$ cat config.mk
export PLATFORM = sky130hd
export DESIGN_NAME = racket_serve_hit_sequencer
export DESIGN_NICKNAME = d
export VERILOG_FILES = /design/src/design/rshs_pkg.sv /design/src/design/racket_serve_hit_sequencer.sv /design/src/design/rshs_in_stage.sv /design/src/design/rshs_core.sv /design/src/design/rshs_out_stage.sv
export SDC_FILE = /design/constraint.sdc
export NUM_CORES = 1
export LEC_CHECK = 0
export BUFFER_PORTS_ARGS = -buffer_cell sky130_fd_sc_hd__buf_2
export CORE_MARGIN = 4
export CORE_UTILIZATION = 59
export CTS_CLUSTER_SIZE = 24
export DETAILED_ROUTE_END_ITERATION = 16
export PLACE_DENSITY = 0.81
export SYNTH_ARGS = -nofsm -noshare
export SYNTH_HDL_FRONTEND = slang
export SYNTH_SLANG_ARGS = --single-unit
$ cat constraint.sdc
create_clock -name clk -period 6.9 [get_ports clk]
set_clock_uncertainty 0.05 [all_clocks]
set_input_delay 1.38 -clock clk [delete_from_list [all_inputs] [get_ports clk]]
set_output_delay 1.38 -clock clk [all_outputs]
set_load 0.01 [all_outputs]
$ cat src/design/rshs_pkg.sv
// Shared types and constants for the racket serve and hit sequencer.
// No dependencies; every other design file refers to this package by scoped names.
`timescale 1ns / 1ps
`default_nettype none

package rshs_pkg;

    // Opcodes carried in s_axis_tuser
    localparam logic [2:0] OP_UPDATE    = 3'd0;
    localparam logic [2:0] OP_SERVE     = 3'd1;
    localparam logic [2:0] OP_HIT       = 3'd2;
    localparam logic [2:0] OP_STOP      = 3'd3;
    localparam logic [2:0] OP_LOCK      = 3'd4;
    localparam logic [2:0] OP_CALIBRATE = 3'd5;
    localparam logic [2:0] OP_HIT_ON    = 3'd6;
    localparam logic [2:0] OP_HIT_OFF   = 3'd7;

    // Configuration register indexes
    localparam logic [1:0] REG_HIT_VELOCITY  = 2'd0;
    localparam logic [1:0] REG_CAL_VELOCITY  = 2'd1;
    localparam logic [1:0] REG_SERVE_DELAY   = 2'd2;

    // Configuration reset values
    localparam logic signed [15:0] HIT_VELOCITY_RST = -16'sd1300;
    localparam logic signed [15:0] CAL_VELOCITY_RST = 16'sd500;
    localparam logic [31:0]        SERVE_DELAY_RST  = 32'd510;

    // Servo pulse codes
    localparam logic [10:0] PULSE_RELEASE = 11'd1500;
    localparam logic [10:0] PULSE_RETURN  = 11'd900;

    // Encoder margin added to hit velocity for the hit-end threshold
    localparam logic signed [31:0] HIT_MARGIN = 32'sd2000;

    // Encoder capture value out of reset
    localparam logic signed [31:0] CAPTURE_RST = -32'sd5000;

    typedef struct packed {
        logic [2:0]         opcode;
        logic [31:0]        now_ticks;
        logic signed [31:0] encoder_value;
        logic               racket_limit;
        logic               rotate_limit;
    } in_item_t;

    typedef struct packed {
        logic signed [15:0] motor_velocity;
        logic               closed_loop;
        logic               motor_write;
        logic               accel_write;
        logic               servo_write;
        logic [10:0]        servo_pulse;
        logic               locked_status;
        logic               hit_active;
        logic               serve_waiting;
        logic signed [31:0] start_encoder;
    } result_t;

    typedef struct packed {
        logic signed [15:0] hit_velocity;
        logic signed [15:0] calibrate_velocity;
        logic [31:0]        serve_delay;
    } cfg_t;

endpackage

`default_nettype wire

$ cat src/design/racket_serve_hit_sequencer.sv
// Racket serve and hit sequencer, top level: config registers, input register,
// sequencer core and result register. Depends on rshs_pkg, rshs_in_stage,
// rshs_core and rshs_out_stage.
//
// Slave stream: one command per transfer; s_axis_tuser holds the opcode,
//   s_axis_tdata the tick time, encoder reading and both limit switches.
// Master stream: exactly one result per command, in command order: motor velocity
//   and loop mode, write strobes, servo pulse, status flags, captured encoder.
// Config port: cfg_wr_en writes cfg_data into register cfg_index (0 hit velocity, 1 calibrate
//   velocity, 2 serve delay, 3 ignored); user to write only while nothing is in flight (unchecked).
// Timing: a command taken at one edge sits in the input register; once the result
//   register has room its result moves there and m_axis_tvalid rises. One command per
//   cycle sustained while m_axis_tready stays high; the single pass of next-state logic
//   (32-bit serve-time add and compare, encoder compare) sits between the two registers.
// Reset: rst_n clears both valid flags and the sequencer state (open loop,
//   velocity 0, unlocked, servo home, no serve pending, capture -5000) and
//   restores the config defaults.
// Stall: while m_axis_tready is low the result holds, one more command may be
//   taken into the input register, then s_axis_tready drops.
`timescale 1ns / 1ps
`default_nettype none

module racket_serve_hit_sequencer
(
    input  wire logic        clk,
    input  wire logic        rst_n,
    // slave stream
    input  wire logic        s_axis_tvalid,
    output logic             s_axis_tready,
    input  wire logic [71:0] s_axis_tdata,  // now_ticks[31:0], encoder_value[63:32],
                                            // racket_limit[64], rotate_limit[65], zero
    input  wire logic [2:0]  s_axis_tuser,  // opcode[2:0]
    // master stream
    output logic             m_axis_tvalid,
    input  wire logic        m_axis_tready,
    output logic [71:0]      m_axis_tdata,  // motor_velocity[15:0], closed_loop[16],
                                            // motor_write[17], accel_write[18],
                                            // servo_write[19], servo_pulse[30:20],
                                            // locked_status[31], hit_active[32],
                                            // serve_waiting[33], start_encoder[65:34], zero
    // configuration writes
    input  wire logic        cfg_wr_en,
    input  wire logic [1:0]  cfg_index,
    input  wire logic [31:0] cfg_data
);

    rshs_pkg::cfg_t     cfg_reg;
    rshs_pkg::cfg_t     cfg_next;
    rshs_pkg::in_item_t in_item;
    rshs_pkg::in_item_t item;
    rshs_pkg::result_t  result;
    rshs_pkg::result_t  result_q;
    logic               room;
    logic               step;

    // config register file, write only
    always_comb
    begin
        cfg_next = cfg_reg;
        if (cfg_wr_en)
        begin
            unique case (cfg_index)
                rshs_pkg::REG_HIT_VELOCITY: cfg_next.hit_velocity       = cfg_data[15:0];
                rshs_pkg::REG_CAL_VELOCITY: cfg_next.calibrate_velocity = cfg_data[15:0];
                rshs_pkg::REG_SERVE_DELAY:  cfg_next.serve_delay        = cfg_data;
                default:                    cfg_next = cfg_reg;     // unused index
            endcase
        end
    end

    always_ff @(posedge clk or negedge rst_n)
    begin
        if (!rst_n)
        begin
            cfg_reg.hit_velocity       <= rshs_pkg::HIT_VELOCITY_RST;
            cfg_reg.calibrate_velocity <= rshs_pkg::CAL_VELOCITY_RST;
            cfg_reg.serve_delay        <= rshs_pkg::SERVE_DELAY_RST;
        end
        else
        begin
            cfg_reg <= cfg_next;
        end
    end

    // unpack slave payload
    assign in_item.opcode        = s_axis_tuser;
    assign in_item.now_ticks     = s_axis_tdata[31:0];
    assign in_item.encoder_value = s_axis_tdata[63:32];
    assign in_item.racket_limit  = s_axis_tdata[64];
    assign in_item.rotate_limit  = s_axis_tdata[65];

    rshs_in_stage u_in_stage
    (
        .clk      (clk),
        .rst_n    (rst_n),
        .in_valid (s_axis_tvalid),
        .in_ready (s_axis_tready),
        .in_item  (in_item),
        .room     (room),
        .step     (step),
        .item     (item)
    );

    rshs_core u_core
    (
        .clk    (clk),
        .rst_n  (rst_n),
        .step   (step),
        .item   (item),
        .cfg    (cfg_reg),
        .result (result)
    );

    rshs_out_stage u_out_stage
    (
        .clk        (clk),
        .rst_n      (rst_n),
        .load       (step),
        .result_in  (result),
        .room       (room),
        .out_valid  (m_axis_tvalid),
        .out_ready  (m_axis_tready),
        .result_out (result_q)
    );

    // pack master payload
    assign m_axis_tdata[15:0]  = result_q.motor_velocity;
    assign m_axis_tdata[16]    = result_q.closed_loop;
    assign m_axis_tdata[17]    = result_q.motor_write;
    assign m_axis_tdata[18]    = result_q.accel_write;
    assign m_axis_tdata[19]    = result_q.servo_write;
    assign m_axis_tdata[30:20] = result_q.servo_pulse;
    assign m_axis_tdata[31]    = result_q.locked_status;
    assign m_axis_tdata[32]    = result_q.hit_active;
    assign m_axis_tdata[33]    = result_q.serve_waiting;
    assign m_axis_tdata[65:34] = result_q.start_encoder;
    assign m_axis_tdata[71:66] = '0;

endmodule

`default_nettype wire

$ cat src/design/rshs_in_stage.sv
// Input register of the sequencer: captures one transfer from the slave side.
// Depends on rshs_pkg for the item type.
`timescale 1ns / 1ps
`default_nettype none

module rshs_in_stage
(
    input  wire logic             clk,
    input  wire logic             rst_n,
    input  wire logic             in_valid,
    output logic                  in_ready,
    input  wire rshs_pkg::in_item_t in_item,
    input  wire logic             room,     // result register can take an item
    output logic                  step,     // held item moves on this cycle
    output rshs_pkg::in_item_t    item
);

    logic               valid_reg;
    logic               valid_next;
    rshs_pkg::in_item_t item_reg;

    assign step     = valid_reg && room;
    assign in_ready = !valid_reg || room;
    assign item     = item_reg;

    always_comb
    begin
        valid_next = valid_reg;
        if (in_ready)
        begin
            valid_next = in_valid;
        end
    end

    always_ff @(posedge clk or negedge rst_n)
    begin
        if (!rst_n)
        begin
            valid_reg <= 1'b0;
        end
        else
        begin
            valid_reg <= valid_next;
        end
    end

    always_ff @(posedge clk)
    begin
        if (in_ready && in_valid)
        begin
            item_reg <= in_item;
        end
    end

endmodule

`default_nettype wire

$ cat src/design/rshs_core.sv
// Sequencer state and the per-item next-state / result logic.
// Depends on rshs_pkg for opcodes, constants and item/result/config types.
`timescale 1ns / 1ps
`default_nettype none

module rshs_core
(
    input  wire logic               clk,
    input  wire logic               rst_n,
    input  wire logic               step,
    input  wire rshs_pkg::in_item_t item,
    input  wire rshs_pkg::cfg_t     cfg,
    output rshs_pkg::result_t       result
);

    logic signed [15:0] velocity_reg,  velocity_next;
    logic               closed_reg,    closed_next;
    logic               hit_reg,       hit_next;
    logic               locked_reg,    locked_next;
    logic               released_reg,  released_next;
    logic               pending_reg,   pending_next;
    logic [31:0]        serve_start_reg, serve_start_next;
    logic signed [31:0] capture_reg,   capture_next;

    logic               motor_wr;
    logic               accel_wr;
    logic               servo_wr;
    logic [10:0]        pulse;
    logic [31:0]        serve_due;
    logic signed [31:0] threshold;
    logic               switch_hit;

    assign serve_due  = cfg.serve_delay + serve_start_reg;   // wraps mod 2^32
    assign threshold  = {{16{cfg.hit_velocity[15]}}, cfg.hit_velocity} + rshs_pkg::HIT_MARGIN;
    assign switch_hit = item.racket_limit || item.rotate_limit;

    always_comb
    begin
        velocity_next    = velocity_reg;
        closed_next      = closed_reg;
        hit_next         = hit_reg;
        locked_next      = locked_reg;
        released_next    = released_reg;
        pending_next     = pending_reg;
        serve_start_next = serve_start_reg;
        capture_next     = capture_reg;
        motor_wr         = 1'b0;
        accel_wr         = 1'b0;
        servo_wr         = 1'b0;
        pulse            = '0;

        unique case (item.opcode)
            rshs_pkg::OP_UPDATE:
            begin
                // serve timer expiry: automatic hit (calibrate velocity when unlocked) plus servo toggle
                if (pending_reg && (item.now_ticks > serve_due))
                begin
                    pending_next = 1'b0;
                    closed_next  = 1'b0;
                    if (locked_reg)
                    begin
                        capture_next  = item.encoder_value;
                        locked_next   = 1'b0;
                        hit_next      = 1'b1;
                        velocity_next = cfg.hit_velocity;
                    end
                    else
                    begin
                        hit_next      = 1'b0;
                        velocity_next = cfg.calibrate_velocity;
                    end
                    servo_wr      = 1'b1;
                    pulse         = released_reg ? rshs_pkg::PULSE_RETURN
                                                 : rshs_pkg::PULSE_RELEASE;
                    released_next = !released_reg;
                end
                // hit ends on encoder travel; otherwise a switch locks when idle
                if (hit_next && (item.encoder_value > threshold))
                begin
                    accel_wr      = 1'b1;
                    hit_next      = 1'b0;
                    velocity_next = '0;
                    closed_next   = 1'b1;
                end
                else if (switch_hit && !hit_next)
                begin
                    locked_next   = 1'b1;
                    velocity_next = '0;
                    closed_next   = 1'b1;
                end
                motor_wr = 1'b1;
            end
            rshs_pkg::OP_SERVE:
            begin
                if (!released_reg)
                begin
                    servo_wr         = 1'b1;
                    pulse            = rshs_pkg::PULSE_RELEASE;
                    released_next    = 1'b1;
                    serve_start_next = item.now_ticks;
                    pending_next     = 1'b1;
                end
            end
            rshs_pkg::OP_HIT:
            begin
                closed_next = 1'b0;
                if (locked_reg)
                begin
                    capture_next  = item.encoder_value;
                    locked_next   = 1'b0;
                    hit_next      = 1'b1;
                    velocity_next = cfg.hit_velocity;
                end
                else
                begin
                    hit_next      = 1'b0;
                    velocity_next = cfg.calibrate_velocity;
                end
            end
            rshs_pkg::OP_STOP:
            begin
                hit_next      = 1'b0;
                locked_next   = 1'b0;
                velocity_next = '0;
                closed_next   = 1'b0;
            end
            rshs_pkg::OP_LOCK:
            begin
                hit_next      = 1'b0;
                velocity_next = '0;
                closed_next   = 1'b1;
            end
            rshs_pkg::OP_CALIBRATE:
            begin
                hit_next      = 1'b0;
                velocity_next = cfg.calibrate_velocity;
                closed_next   = 1'b0;
            end
            rshs_pkg::OP_HIT_ON:
            begin
                hit_next = 1'b1;
            end
            rshs_pkg::OP_HIT_OFF:
            begin
                hit_next = 1'b0;
            end
        endcase
    end

    always_comb
    begin
        result.motor_velocity = velocity_next;
        result.closed_loop    = closed_next;
        result.motor_write    = motor_wr;
        result.accel_write    = accel_wr;
        result.servo_write    = servo_wr;
        result.servo_pulse    = pulse;
        result.locked_status  = locked_next;
        result.hit_active     = hit_next;
        result.serve_waiting  = pending_next;
        result.start_encoder  = capture_next;
    end

    always_ff @(posedge clk or negedge rst_n)
    begin
        if (!rst_n)
        begin
            velocity_reg    <= '0;
            closed_reg      <= 1'b0;
            hit_reg         <= 1'b0;
            locked_reg      <= 1'b0;
            released_reg    <= 1'b0;
            pending_reg     <= 1'b0;
            serve_start_reg <= '0;
            capture_reg     <= rshs_pkg::CAPTURE_RST;
        end
        else if (step)
        begin
            velocity_reg    <= velocity_next;
            closed_reg      <= closed_next;
            hit_reg         <= hit_next;
            locked_reg      <= locked_next;
            released_reg    <= released_next;
            pending_reg     <= pending_next;
            serve_start_reg <= serve_start_next;
            capture_reg     <= capture_next;
        end
    end

endmodule

`default_nettype wire

$ cat src/design/rshs_out_stage.sv
// Result register of the sequencer: holds one result until the master side takes it.
// Depends on rshs_pkg for the result type.
`timescale 1ns / 1ps
`default_nettype none

module rshs_out_stage
(
    input  wire logic              clk,
    input  wire logic              rst_n,
    input  wire logic              load,
    input  wire rshs_pkg::result_t result_in,
    output logic                   room,
    output logic                   out_valid,
    input  wire logic              out_ready,
    output rshs_pkg::result_t      result_out
);

    logic              valid_reg;
    logic              valid_next;
    rshs_pkg::result_t result_reg;

    assign room       = !valid_reg || out_ready;
    assign out_valid  = valid_reg;
    assign result_out = result_reg;

    always_comb
    begin
        valid_next = valid_reg;
        if (room)
        begin
            valid_next = load;
        end
    end

    always_ff @(posedge clk or negedge rst_n)
    begin
        if (!rst_n)
        begin
            valid_reg <= 1'b0;
        end
        else
        begin
            valid_reg <= valid_next;
        end
    end

    always_ff @(posedge clk)
    begin
        if (load)
        begin
            result_reg <= result_in;
        end
    end

endmodule

`default_nettype wire

# Yosys cells after proc, flatten, opt, wreduce, memory -nomap -nowiden
# Cells that the tools add are included.
[totals]
out_inout_bits = 74
word_cells = 102
register_bits = 286
in_bits = 114
[op_classes]
n_bitwise = 1
eq_ne = 10
muxes = 35
n_reduce_logical = 24
order_cmp = 2
add_sub_neg = 2
[op_table]
columns = ["cell", "count"]
rows = [
  ["$gt 32x32->1", 2],
  ["$mux 16", 4],
  ["$mux 32", 2],
  ["$pmux 16 s4", 1],
  ["$pmux 32 s2", 1],
  ["$mux 11", 3],
  ["$add 32x32->32", 1],
  ["$pmux 11 s2", 1],
  ["$add 16x12->17 const B", 1],
  ["$mux 1", 17],
  ["$eq 3x3->1 const B", 4],
  ["$pmux 1 s2", 4],
  ["$eq 3x2->1 const B", 2],
  ["$reduce_and 2->1", 3],
  ["$reduce_and 3->1", 2],
  ["$logic_and 1x1->1", 5],
  ["$logic_not 1->1", 4],
  ["$pmux 1 s4", 1],
  ["$reduce_or 2->1", 2],
  ["$reduce_or 4->1", 1],
  ["$eq 3x1->1 const B", 1],
  ["$logic_not 3->1", 1],
  ["$logic_or 1x1->1", 3],
  ["$pmux 1 s3", 1],
  ["7 further kinds", 7],
]

# Longest topological paths before layout
[logic_depth]
depth_word = 10
ltp_mapped = 22
mapped_depth_nobuf = 20

# Hierarchy
# A second synthesis with hierarchy kept.
[hier_totals]
cells_unflattened = 1230
area_unflattened_um2 = 15049.4
[by_module_without_submodules]
columns = ["mod", "seq_area_each_um2", "n_inst", "cells_each", "area_each_um2"]
rows = [
  ["rshs_core", 2158.3, 1, 944, 8403.1],
  ["racket_serve_hit_sequencer", 1632.8, 1, 143, 2484.9],
  ["rshs_in_stage", 2097.0, 1, 74, 2132.0],
  ["rshs_out_stage", 2006.9, 1, 69, 2029.4],
]

# Worst setup path before layout
# Ideal clock, no wire load.
[synth_timing]
path_kind = "reg2reg"
from = "register cfg_reg[1] in the netlist's numbering"
to = "register u_core.capture_reg[12]"
path_slack_ns = 1.557
synth_period_minus_slack_ns = 5.343
arrival_ns = 5.165
t_required_ns = 6.723
setup_time_ns = 0.127
n_path_buf = 2
stages_incl_launch_ff = 22
cell_sequence = "dfstp_2 > inv_1 > fa_1 > nand2b_1 > a21oi_1 > o2111ai_1 > a21oi_1 > o32a_1 > a31oi_1 > or4b_2 > o311a_1 > ha_1 > nand4_2 > nor4_2 > o21ai_1 > a31oi_2 > o211ai_2 > a2111oi_4 > and2_1 > buf_4 > buf_6 > mux2_1"
[synth_via]
elab_chain_cells = 5
[synth_rtl]
columns = ["element", "line_no", "source"]
rows = [
  ["start: declaration", "racket_serve_hit_sequencer.sv:47", "rshs_pkg::cfg_t cfg_reg;"],
  ["start signal: assignment", "racket_serve_hit_sequencer.sv:81", "cfg_reg <= cfg_next;"],
  ["$add 32x32->32", "rshs_core.sv:33", "assign serve_due = cfg.serve_delay + serve_start_reg;"],
  ["$gt 32x32->1", "rshs_core.sv:56", "if (pending_reg && (item.now_ticks > serve_due))"],
  ["$logic_and 1x1->1", "rshs_core.sv:56", ""],
  ["$mux 32", "rshs_core.sv:56", ""],
  ["$pmux 32 s2", "rshs_core.sv:52", "unique case (item.opcode)"],
  ["end signal: assignment", "rshs_core.sv:175", "capture_reg <= rshs_pkg::CAPTURE_RST;"],
  ["end signal: assignment", "rshs_core.sv:186", "capture_reg <= capture_next;"],
  ["end: declaration", "rshs_core.sv:23", "logic signed [31:0] capture_reg, capture_next;"],
]
# Every way passes these cells.
# A chain may end at the register's enable or synchronous reset.

==> metrics.cfg <==
[drt]
drc=0
routedWlPerCell_um=19.2
drt_iter0_markers=569
ant_nets=0
wirelength_mm=32.0
vias_per_cell=5.96
dr_total_vias=9917
first_pass_iters=5

[yosys]
seq_area_frac_synth=0.528
synth.top_cells.by_area=edfxtp_1 (26%), dfrtp_1 (18%), mux2_2 (10%)
synth_cell_type_count=74
async_reset_ff_frac=0.545
synth_top_flop_cell=edfxtp_1
synth-adder-area-share=0.0846
synth-simple-area-share=0.0694
synth-compound-area-share=0.130
syn_inst=1161
netlist_area_sq_um=14400
syn_area_per_cell_sq_um=12.4
synth_xor_area_frac=0.0224
synth_top_family_by_area=multiplexers
synth-seq-cells=277
synth_top_area_frac=0.262
synth_top_area_cell=edfxtp_1
ys_warn_count=0
synthMuxAreaShare=0.137
synth_edf_count=126

[critical_path]
cp_cell_sequence=inv_1, fa_1, nand2b_1, a21oi_1, o2111ai_1, a21oi_1, o32a_1, a31oi_1, or4b_2, o311a_1, ha_1, nand4_2, nor4_2, o21ai_1, a31oi_2, o211ai_2, mux2i_1, mux2_2, a22oi_1
critPathMaxStageDelay_ns=0.65
crit_buf_inv=1
crit_fanout=33
required_ns=7.09
cp_common_cell=a21oi_1
arrival_ns=6.59
crit_slowest_cell=mux2_2
startpoint_type=register
crit_type=reg -> reg
crit_family=compound AO/OA/AOI/OAI gates
endpoint_kind=register

[floorplan]
placementRows=56
die_y_um=164
initial_core_util=0.608
core_area_sq_um=23800
ioPinCount=188
die_area_sq_um=27000
fp.dieW_um=164

[pwr]
leakage_nw=6.99
p_total_mw=6.59
cellPowerDensity_nw_per_um2=400
vdd_drop_max_v=0.000301

[clocking]
cts_root_buffer=clkbuf_16
clock_path_buffers=3
cts_resized=0
postCtsSetupBuffers=0
ctsHoldBuffers=0
clock_sinks=277
cts_tree=done
cts_made_buffers=29
h-tree-depth=1
clkLatencyLatePin_ns=0.54
clkSlewWorstSetupHoldPaths_ns=0.06

[status]
outcome=complete, no violations

[grt]
grt_antenna_before_repair=1
grt_pass1_wl_mm=50.7
overflow=0
grt_pass1_vias=9956
grt_use_total=0.234
grt_max_degree=81

[place]
placed_area_sq_um=15500
placed_cells=1611
portBuffers=172
dpl.hpwl_mm=22.5
gp_congestion=0.897

[timing]
finalCriticalPeriod_ns=6.40
fin_setup_tns_ns=0
report.final.slew_viol_count=0
max_freq_mhz=156
finalSetupViolCount=0
hold_viol_final=0
worst_slew_pin_slew_ns=1.16
timing.slew.headroom=0.226
grt_setup_unrepaired=no
period_share=0.928

[cells_and_area]
largest_reg_flops=69
fin_area_sq_um=16500
nNetsFinal=1534
layout_common_cells=buf_2 (171), mux2_2 (129), edfxtp_1 (126), dfrtp_1 (101), ha_1 (96)
drive_gt1_frac=0.313
instances_no_fill=1665
finish.utilization=0.693
fillers=1719
area_growth_pct=14.1
final_common_cell=buf_2

[worst_hold_path]
hold_class=reg -> reg

[flow_run]
maxCapViolations=0

worst register-to-register path, delay by kind of cell, from the launching register on:
family | cells | cell delay, ns
flip-flops | 1 | 0.54
buffers and inverters | 1 | 0.06
adder cells (fa/ha/maj) | 2 | 0.76
multiplexers | 2 | 1.02
AND/OR/NAND/NOR | 4 | 1.37
AO/OA/AOI/OAI | 10 | 2.32
where the power goes:
group / leakage [nW] / switching (mW) / internal (mW)
combinational: 3.56 / 1.36 / 1.16
clock: 0.460 / 0.633 / 0.931
sequential: 2.97 / 0.259 / 2.25
kinds of logic (layout without fill, tap and decap cells):
| family | Yosys count | count (layout) |
|---|---|---|
| multiplexers | 178 | 178 |
| XOR/XNOR | 37 | 37 |
| AO/OA/AOI/OAI | 282 | 282 |
| flip-flops | 277 | 277 |
| buffers and inverters | 85 | 261 |
| AND/OR/NAND/NOR | 204 | 204 |
| other | 1 | 10 |
| adder cells (fa/ha/maj) | 97 | 97 |
synth_stat cells, types with 5 or more instances:
| library cell | number |
|---|---|
| dfstp_2 | 50 |
| a22oi_1 | 17 |
| inv_1 | 22 |
| a31oi_1 | 5 |
| a21oi_1 | 63 |
| buf_1 | 6 |
| o31ai_1 | 18 |
| a32oi_1 | 16 |
| mux2_1 | 30 |
| o21bai_1 | 6 |
| nand2_1 | 75 |
| nand2b_1 | 8 |
| o211ai_1 | 5 |
| buf_4 | 16 |
| xnor2_1 | 18 |
| buf_2 | 6 |
| o2bb2ai_1 | 16 |
| o21a_1 | 6 |
| xor2_1 | 19 |
| and3_1 | 8 |
| mux2i_1 | 19 |
| ha_1 | 96 |
| o21ai_0 | 73 |
| a21o_1 | 16 |
| edfxtp_1 | 126 |
| nand4_1 | 14 |
| dfrtp_1 | 101 |
| nor4_1 | 5 |
| nand3_1 | 18 |
| clkbuf_1 | 31 |
| nor3_1 | 7 |
| and2_1 | 7 |
| mux2_2 | 129 |
| a211oi_1 | 8 |
| nor2_1 | 36 |
through the flow:
step                hold slack (ns)  setup WS, ns
detailed placement            0.431         0.633
CTS                           0.445         0.611
finish                        0.442         0.498
floorplan                     0.404          1.56
global placement              0.413         0.789
global route                  0.465         0.234
final cells by class:
type / instances / area [sq um] / area share
Tap cell: 319 / 399 / 0.0242
Antenna cell: 1 / 2.50 / 0.000152
Clock buffer: 37 / 766 / 0.0465
Multi-Input combinational cell: 807 / 6440 / 0.391
Sequential cell: 277 / 7620 / 0.463
Inverter: 23 / 86.3 / 0.00524
Clock inverter: 16 / 184 / 0.0112
Timing Repair Buffer: 185 / 965 / 0.0586
routing by layer:
metal	vias up	GRT usage	share of wire
met2	329	0.403	0.49
met5	-	0	0
met1	4811	0.313	0.42
met4	0	0.0688	0.030
li1	4718	-	-
met3	59	0.0304	0.064
path summary, 6_finish.rpt:
kind | slack (ns) | cells past startpoint | startpoint | endpoint
setup / recovery | 0.50 | 19 | cfg_reg[1] | u_out_stage.result_out[51]
hold / removal | 0.44 | 2 | u_core.serve_start_reg[0] | u_core.serve_start_reg[0]
setup reg to reg | 0.50 | 19 | cfg_reg[1] | u_out_stage.result_out[51]
min in group asynchronous | 0.85 | 1 | rst_n | cfg_reg[28]
max in group asynchronous | 4.53 | 2 | rst_n | u_core.velocity_reg[7]
hold reg to reg | 0.44 | 2 | u_core.serve_start_reg[0] | u_core.serve_start_reg[0]
No activity file was read; power rests on OpenSTA's default activity.
